### src/rtl/spq_pkg.sv
package spq_pkg;

    localparam int DEPTH_DEFAULT = 16;
    localparam int VALUE_W       = 32;
    localparam int LIMIT_W       = 5;
    localparam int FILL_W        = 5;
    localparam int DATA_W        = 32;
    localparam int ADDR_W        = 3;
    localparam int IN_TDATA_W    = 64;
    localparam int OUT_TDATA_W   = 72;

    localparam logic [LIMIT_W-1:0] LIMIT_RESET = LIMIT_W'(16);

    // Word index of the capacity limit register.
    localparam logic REG_CAPACITY_LIMIT = 1'b0;

    localparam logic MODE_INSERT = 1'b0;
    localparam logic MODE_REMOVE = 1'b1;

    typedef enum logic [1:0] {
        ST_DONE  = 2'd0,
        ST_FULL  = 2'd1,
        ST_EMPTY = 2'd2
    } spq_status_t;

    typedef struct packed {
        logic signed [VALUE_W-1:0] value;
        logic signed [VALUE_W-1:0] rank;
    } spq_entry_t;

    // Broadcast from the top level to every cell of the chain.
    typedef struct packed {
        logic       ins;
        logic       rem;
        spq_entry_t item;
    } spq_ctl_t;

endpackage

### src/rtl/spq_cell.sv
module spq_cell #(
    parameter int CW    = 5,
    parameter int INDEX = 0
) (
    input  logic               clk,
    input  spq_pkg::spq_ctl_t  ctl,
    input  logic [CW-1:0]      count,
    input  spq_pkg::spq_entry_t left_entry,
    input  logic               left_after,
    input  spq_pkg::spq_entry_t right_entry,
    output spq_pkg::spq_entry_t entry,
    output logic               after
);
    import spq_pkg::*;

    localparam logic [CW-1:0] IDX = CW'(INDEX);

    spq_entry_t entry_reg;
    spq_entry_t entry_next;
    logic       occupied;
    logic       greater;

    // The cell holds an entry when its place lies below the fill count.
    assign occupied = IDX < count;
    assign greater  = occupied && (entry_reg.rank > ctl.item.rank);

    // True when the new entry lands here or further toward the head.
    assign after = !occupied || greater;

    always_comb
    begin
        entry_next = entry_reg;
        if (ctl.ins)
        begin
            if (after && left_after)
            begin
                entry_next = left_entry;
            end
            else if (after)
            begin
                entry_next = ctl.item;
            end
        end
        else if (ctl.rem)
        begin
            entry_next = right_entry;
        end
    end

    always_ff @(posedge clk)
    begin
        entry_reg <= entry_next;
    end

    assign entry = entry_reg;

endmodule

### src/rtl/sorted_priority_queue_top.sv
// Sorted priority queue. Each request on the slave stream either inserts a
// (value, rank) entry or removes the head entry, as selected by s_tuser, and
// produces exactly one response on the master stream carrying the status,
// the removed entry and the fill count after the step. Entries are kept in a
// row of cells sorted by ascending signed rank; entries of equal rank leave
// in arrival order. Every cell compares its own rank with the incoming one
// and shifts toward the tail or the head in the same clock, and the queue
// accepts a new request every cycle, also while a response waits in the
// output register, as long as that response is taken. An insert is refused
// with a full status once the fill count reaches the capacity limit
// register (saturated at DEPTH); a removal from an empty queue reports an
// empty status. Removed fields are zero unless an entry actually left.
// Lowering the limit below the fill count keeps the held entries. The limit
// should be written only while no request is in flight.
module sorted_priority_queue_top #(
    parameter int DEPTH = spq_pkg::DEPTH_DEFAULT
) (
    input  logic                              clk,
    input  logic                              rst_n,
    // Request stream.
    input  logic                              s_tvalid,
    output logic                              s_tready,
    // s_tdata, low bits up: item_value[31:0], item_rank[63:32].
    input  logic [spq_pkg::IN_TDATA_W-1:0]    s_tdata,
    // s_tuser: mode[0].
    input  logic                              s_tuser,
    // Response stream.
    output logic                              m_tvalid,
    input  logic                              m_tready,
    // m_tdata, low bits up: status[1:0], removed_value[33:2],
    // removed_rank[65:34], fill_count[70:66], zero pad.
    output logic [spq_pkg::OUT_TDATA_W-1:0]   m_tdata,
    // Configuration port.
    input  logic                              psel,
    input  logic                              penable,
    input  logic                              pwrite,
    input  logic [spq_pkg::ADDR_W-1:0]        paddr,
    input  logic [spq_pkg::DATA_W-1:0]        pwdata,
    output logic [spq_pkg::DATA_W-1:0]        prdata,
    output logic                              pready
);
    import spq_pkg::*;

    localparam int CW   = $clog2(DEPTH + 1);
    localparam int CMPW = (CW > LIMIT_W) ? CW : LIMIT_W;

    // Fill count and capacity limit.
    logic [CW-1:0]      count_reg;
    logic [CW-1:0]      count_next;
    logic [LIMIT_W-1:0] limit_reg;

    // Response register.
    logic                      m_tvalid_reg;
    spq_status_t               status_reg;
    logic signed [VALUE_W-1:0] removed_value_reg;
    logic signed [VALUE_W-1:0] removed_rank_reg;
    logic [FILL_W-1:0]         fill_count_reg;

    spq_status_t               status_next;
    logic signed [VALUE_W-1:0] removed_value_next;
    logic signed [VALUE_W-1:0] removed_rank_next;

    logic       s_accept;
    logic       req_mode;
    spq_entry_t req_item;
    logic       full;
    logic       empty;
    logic       cfg_write;
    logic [CMPW-1:0] count_ext;
    logic [CMPW-1:0] count_next_ext;
    spq_ctl_t   ctl;

    spq_entry_t cell_entry [DEPTH];
    logic       cell_after [DEPTH];

    assign s_tready = !m_tvalid_reg || m_tready;
    assign s_accept = s_tvalid && s_tready;

    assign req_mode       = s_tuser;
    assign req_item.value = s_tdata[VALUE_W-1:0];
    assign req_item.rank  = s_tdata[2*VALUE_W-1:VALUE_W];

    // The effective capacity is the limit register saturated at DEPTH.
    assign count_ext = CMPW'(count_reg);
    assign full      = (count_ext >= CMPW'(limit_reg)) || (count_reg == CW'(DEPTH));
    assign empty     = (count_reg == '0);

    assign ctl.ins  = s_accept && (req_mode == MODE_INSERT) && !full;
    assign ctl.rem  = s_accept && (req_mode == MODE_REMOVE) && !empty;
    assign ctl.item = req_item;

    always_comb
    begin
        count_next         = count_reg;
        status_next        = ST_DONE;
        removed_value_next = '0;
        removed_rank_next  = '0;
        if (req_mode == MODE_INSERT)
        begin
            if (full)
            begin
                status_next = ST_FULL;
            end
            else
            begin
                count_next = count_reg + CW'(1);
            end
        end
        else
        begin
            if (empty)
            begin
                status_next = ST_EMPTY;
            end
            else
            begin
                count_next         = count_reg - CW'(1);
                removed_value_next = cell_entry[0].value;
                removed_rank_next  = cell_entry[0].rank;
            end
        end
    end

    assign count_next_ext = CMPW'(count_next);

    // The chain of cells; the head sits in cell 0.
    for (genvar i = 0; i < DEPTH; i++)
    begin : g_cell
        spq_entry_t left_entry;
        logic       left_after;
        spq_entry_t right_entry;

        if (i == 0)
        begin : g_head
            assign left_entry = req_item;
            assign left_after = 1'b0;
        end
        else
        begin : g_body
            assign left_entry = cell_entry[i-1];
            assign left_after = cell_after[i-1];
        end

        if (i == DEPTH - 1)
        begin : g_tail
            assign right_entry = cell_entry[i];
        end
        else
        begin : g_inner
            assign right_entry = cell_entry[i+1];
        end

        spq_cell #(
            .CW    (CW),
            .INDEX (i)
        ) u_cell (
            .clk         (clk),
            .ctl         (ctl),
            .count       (count_reg),
            .left_entry  (left_entry),
            .left_after  (left_after),
            .right_entry (right_entry),
            .entry       (cell_entry[i]),
            .after       (cell_after[i])
        );
    end

    always_ff @(posedge clk or negedge rst_n)
    begin
        if (!rst_n)
        begin
            count_reg    <= '0;
            m_tvalid_reg <= 1'b0;
        end
        else
        begin
            if (s_accept)
            begin
                count_reg    <= count_next;
                m_tvalid_reg <= 1'b1;
            end
            else if (m_tready)
            begin
                m_tvalid_reg <= 1'b0;
            end
        end
    end

    always_ff @(posedge clk)
    begin
        if (s_accept)
        begin
            status_reg        <= status_next;
            removed_value_reg <= removed_value_next;
            removed_rank_reg  <= removed_rank_next;
            fill_count_reg    <= count_next_ext[FILL_W-1:0];
        end
    end

    assign m_tvalid = m_tvalid_reg;
    assign m_tdata  = {1'b0, fill_count_reg, removed_rank_reg, removed_value_reg, status_reg};

    // Configuration: one register, decoded on the word index.
    assign pready    = 1'b1;
    assign cfg_write = psel && penable && pwrite && pready
                       && (paddr[ADDR_W-1] == REG_CAPACITY_LIMIT);

    always_ff @(posedge clk or negedge rst_n)
    begin
        if (!rst_n)
        begin
            limit_reg <= LIMIT_RESET;
        end
        else if (cfg_write)
        begin
            limit_reg <= pwdata[LIMIT_W-1:0];
        end
    end

    assign prdata = (paddr[ADDR_W-1] == REG_CAPACITY_LIMIT) ?
                    DATA_W'(limit_reg) : '0;

    // The fill count never passes the number of cells.
    a_count_bound: assert property (@(posedge clk) disable iff (!rst_n)
        count_reg <= CW'(DEPTH))
        else $error("fill count beyond depth");

    // A removal from an empty queue reports empty and leaves the count alone.
    a_empty_remove: assert property (@(posedge clk) disable iff (!rst_n)
        s_accept && (req_mode == MODE_REMOVE) && empty
        |=> m_tvalid && (status_reg == ST_EMPTY) && (count_reg == '0))
        else $error("empty removal not reported");

    // A refused insert reports full and keeps the count.
    a_full_insert: assert property (@(posedge clk) disable iff (!rst_n)
        s_accept && (req_mode == MODE_INSERT) && full
        |=> (status_reg == ST_FULL) && $stable(count_reg))
        else $error("refused insert changed state");

    // An accepted insert grows the queue by exactly one.
    a_insert_grow: assert property (@(posedge clk) disable iff (!rst_n)
        ctl.ins |=> (count_reg == $past(count_reg) + CW'(1)) && (status_reg == ST_DONE))
        else $error("insert did not grow the queue");

    // The two entries nearest the head stay in rank order.
    a_head_order: assert property (@(posedge clk) disable iff (!rst_n)
        (count_reg >= CW'(2)) |-> (cell_entry[0].rank <= cell_entry[1].rank))
        else $error("head entries out of order");

endmodule
### config.mk
export PLATFORM = sky130hd
export DESIGN_NAME = sorted_priority_queue_top
export DESIGN_NICKNAME = d
export VERILOG_FILES = /design/src/rtl/spq_pkg.sv /design/src/rtl/spq_cell.sv /design/src/rtl/sorted_priority_queue_top.sv
export SDC_FILE = /design/constraint.sdc
export NUM_CORES = 2
export LEC_CHECK = 0
export BUFFER_PORTS_ARGS = -buffer_cell sky130_fd_sc_hd__clkbuf_2
export CORE_MARGIN = 4
export CORE_UTILIZATION = 70
export CTS_BUF_LIST = sky130_fd_sc_hd__clkbuf_2 sky130_fd_sc_hd__clkbuf_4 sky130_fd_sc_hd__clkbuf_8
export DETAILED_ROUTE_END_ITERATION = 6
export HOLD_SLACK_MARGIN = 0.02
export PLACE_DENSITY_LB_ADDON = 0.3
export SYNTH_ARGS = -nofsm -noshare
export SYNTH_HDL_FRONTEND = slang
export SYNTH_SLANG_ARGS = --single-unit
### constraint.sdc
create_clock -name clk -period 17.64 [get_ports clk]
set_input_delay 0.882 -clock clk [delete_from_list [all_inputs] [get_ports clk]]
set_output_delay 0.882 -clock clk [all_outputs]
set_load 0.02 [all_outputs]
==> summary.md <==
| Metric | Value |
|---|---|
| First-pass detailed-route iteration total | `7` |
| Netlist cell types | `72` |
| Max Root-Sink Buffers | `3` |
| Syn Area/Cell | `10.2 um2` |
| Placer Congestion | `1.01` |
| Power Density | `152 nW/um2` |
| Port Buffers | `155` |
| Pint | `6.29 mW` |
| Full die area | `101000 um2` |
| DIE WIDTH | `317 um` |
| Core Region | `94900 um2` |
| Failing checks | `design-rule violations` |
| Synth-to-layout area growth | `7.15%` |
| Post-synthesis cell area | `66900 um2` |
| Comb pwr share | `0.396` |
| Initial core utilization | `0.705` |
| Final Cycle Share | `0.390` |
| Post-Syn Instances | `6551` |
| Total clock buffers created by CTS | `187` |
| Tmin final | `6.88 ns` |
| Worst path slowest cell | `buf_4` |
| Final Hold Vio Count | `0` |
| Final setup TNS | `0 ns` |
| RSZ-0062 raised after global routing | `no` |
| Setup ws final | `10.76 ns` |
| First-pass GRT wire length | `334000 um` |
| Initial DRC Count | `10400` |
| Placed wire-length estimate | `139000 um` |
| # Post-CTS Setup Buffers | `0` |
| Top-count cell post-synth | `edfxtp_1` |
| Part of the power in registers | `0.393` |
| Layout filler cell count | `6345` |
| Vias/cell | `7.41` |
| CP top delay family | `buffers and inverters` |
| Critical path cell sequence | `inv_1 -> ha_1 -> nand2b_1 -> a21o_1 -> a21oi_1 -> o21ai_1 -> or3_4 -> buf_12 -> buf_4 -> buf_4 -> buf_4 -> o21ai_0` |
| Synth area leader | `edfxtp_1` |
| Total grt overflow | `0` |
| Most Frequent Cell on Critical Path | `buf_4` |
| Max Cap Viol | `0` |
| Max-slew headroom | `0.0362` |
| Clock Tree Root | `clkbuf_8` |
| Pre-CTS setup slack | `11.12 ns` |
| Wire per inst | `28.9 um` |
| Crit end category | `flop` |
| Synth cell count leaders | `1095 x edfxtp_1, 905 x a21oi_1, 723 x nor2_1, 559 x o21ai_0, 520 x ha_1` |
| CP Buf/Inv Count | `5` |
| Drt drc | `36` |
| Vias in the first global route | `55900` |
| Synth Register Bits | `1106` |
| Total track usage | `0.441` |
| Worst hold path type | `in -> reg` |
| Rows | `113` |
| Clock power frac | `0.211` |
| Largest cells by area after synthesis | `edfxtp_1 49%, ha_1 9.7%, a21oi_1 6.8%` |
| Largest net degree at the start of global routing | `237` |
| Synth top area share | `0.491` |
| Worst Skew | `0.0487 ns` |
| Antenna-violating nets left | `0` |
| Yosys warning total | `0` |
| CTS tree | `built` |
| Vias | `58300` |
| Seq/Total Area, Yosys | `0.496` |
| Fmax | `145 MHz` |
| Critical Path Start Type | `flop` |
| Max FFs per register | `1024` |
| Leak | `28.5 nW` |
| Arrival time worst endpoint | `7.45 ns` |
| Worst slew pin tran | `1.43 ns` |
| Crit path largest cell delay | `1.04 ns` |
| Net Sw Frac | `0.425` |
| Die Y | `317 um` |
| CP Class | `reg -> reg` |
| Switching power | `4.64 mW` |
| Post-synth EDFFs | `1095` |
| CP max FO | `201` |
| Max H-tree Level | `4` |
| Routed WL | `227000 um` |
| Proportion of layout cells with a drive suffix above 1 | `0.103` |
| Synth Flop Type | `edfxtp_1` |
| Clock Sinks | `1106` |
| Nets | `7071` |
| Num ports | `214` |
| Outcome | `complete, but fails checks` |
| # setup viols final | `0` |
| Clock Latency Late Sink | `0.91 ns` |
| CTS clk-pin slew, worst paths | `0.06 ns` |
| Worst endpoint required time | `18.21 ns` |
| Async set-reset flop share out of synthesis | `0.00995` |
| Initial antenna violation count | `17` |
| Final Max Slew Viols | `0` |
| Worst VDD drop | `0.240 mV` |
==> kinds of logic (layout without fill, tap and decap cells) <==
logic type / after synthesis / count (layout) / share of synthesized area
flops: 1106 / 1106 / 0.496
simple gates: 1622 / 1622 / 0.109
other cells: 2 / 41 / 0.000112
xor+xnor: 2 / 2 / 0.000262
fa+ha+maj: 520 / 520 / 0.0972
compound gates: 2244 / 2244 / 0.196
mux: 390 / 390 / 0.0597
buf+inv: 665 / 684 / 0.0426
==> power groups by stage <==
stage / clock, mW / sequential (mW) / combinational (mW)
floorplan: 0 / 4.17 / 2.81
global placement: 0 / 4.28 / 3.94
detailed placement: 0 / 4.31 / 4.09
CTS: 2.30 / 4.26 / 4.12
global route: 2.42 / 4.33 / 4.52
finish: 2.30 / 4.29 / 4.33
==> cells in the final DEF (no fill, tap or decap), drive strengths merged, types with 88 or more instances in the layout <==
cell and n:
mux2i 316, o21ai 567, edfxtp 1095, a21o 98, nor2 723, nor3 88, clkbuf 410, and3 132
ha 520, buf 109, nand2 382, a31oi 394, a21oi 905, nand4 98, a221o 135
==> repair_timing <==
action,CTS,global route
gates resized for setup,0,0
hold endpoints to repair,10,0
hold buffers,1,0
==> layer usage <==
metal | wire (um) | track usage | up-vias | share of wire
li1 | - | - | 24800 | -
met1 | 75000 | 0.555 | 26900 | 0.33
met2 | 96300 | 0.641 | 5397 | 0.42
met3 | 36600 | 0.141 | 1252 | 0.16
met4 | 19300 | 0.322 | 12 | 0.085
met5 | 108 | 0.00774 | - | 0.00048
==> final timing paths <==
check	to	cells after the start	slack [ns]	start
min in group asynchronous	count_ext[0]$_DFFE_PN0P_	2	0.44	rst_n
min reg2reg	limit_reg[1]$_DFFE_PN0P_	1	0.51	limit_reg[1]$_DFFE_PN0P_
min	m_tvalid$_DFFE_PN0P_	2	0.23	s_tvalid
max in group asynchronous	limit_reg[4]$_DFFE_PN1P_	2	16.91	rst_n
max	g_cell[4].u_cell.entry[40]$_DFFE_PP_	12	10.76	count_ext[0]$_DFFE_PN0P_
max reg2reg	g_cell[4].u_cell.entry[40]$_DFFE_PP_	12	10.76	count_ext[0]$_DFFE_PN0P_
==> layout make-up <==
cell class              count  area [um2]  share of cell area
clock buffers             256        3120              0.0435
diodes                     12        30.0            0.000419
repair buffers            264        1630              0.0228
multi-input cells        4807       31400               0.438
inverters                  78         295             0.00412
flip-flops and latches   1106       33200               0.463
clock inverters            86         508             0.00709
well taps                1265        1580              0.0221
==> metrics by stage <==
stage	std cells	hold WS [ns]	power (mW)	instance area (um2)	utilization
6_report	7874	0.230	10.9	71700	0.756
5_1_grt	7872	0.224	11.3	71700	0.756
4_1_cts	7862	0.178	10.7	71700	0.755
3_5_place_dp	7519	0.499	8.40	68000	0.717
3_3_place_gp	7519	0.490	8.23	68000	0.717
2_1_floorplan	6578	0.479	6.98	67000	-
No activity file was read; power rests on OpenSTA's default activity.
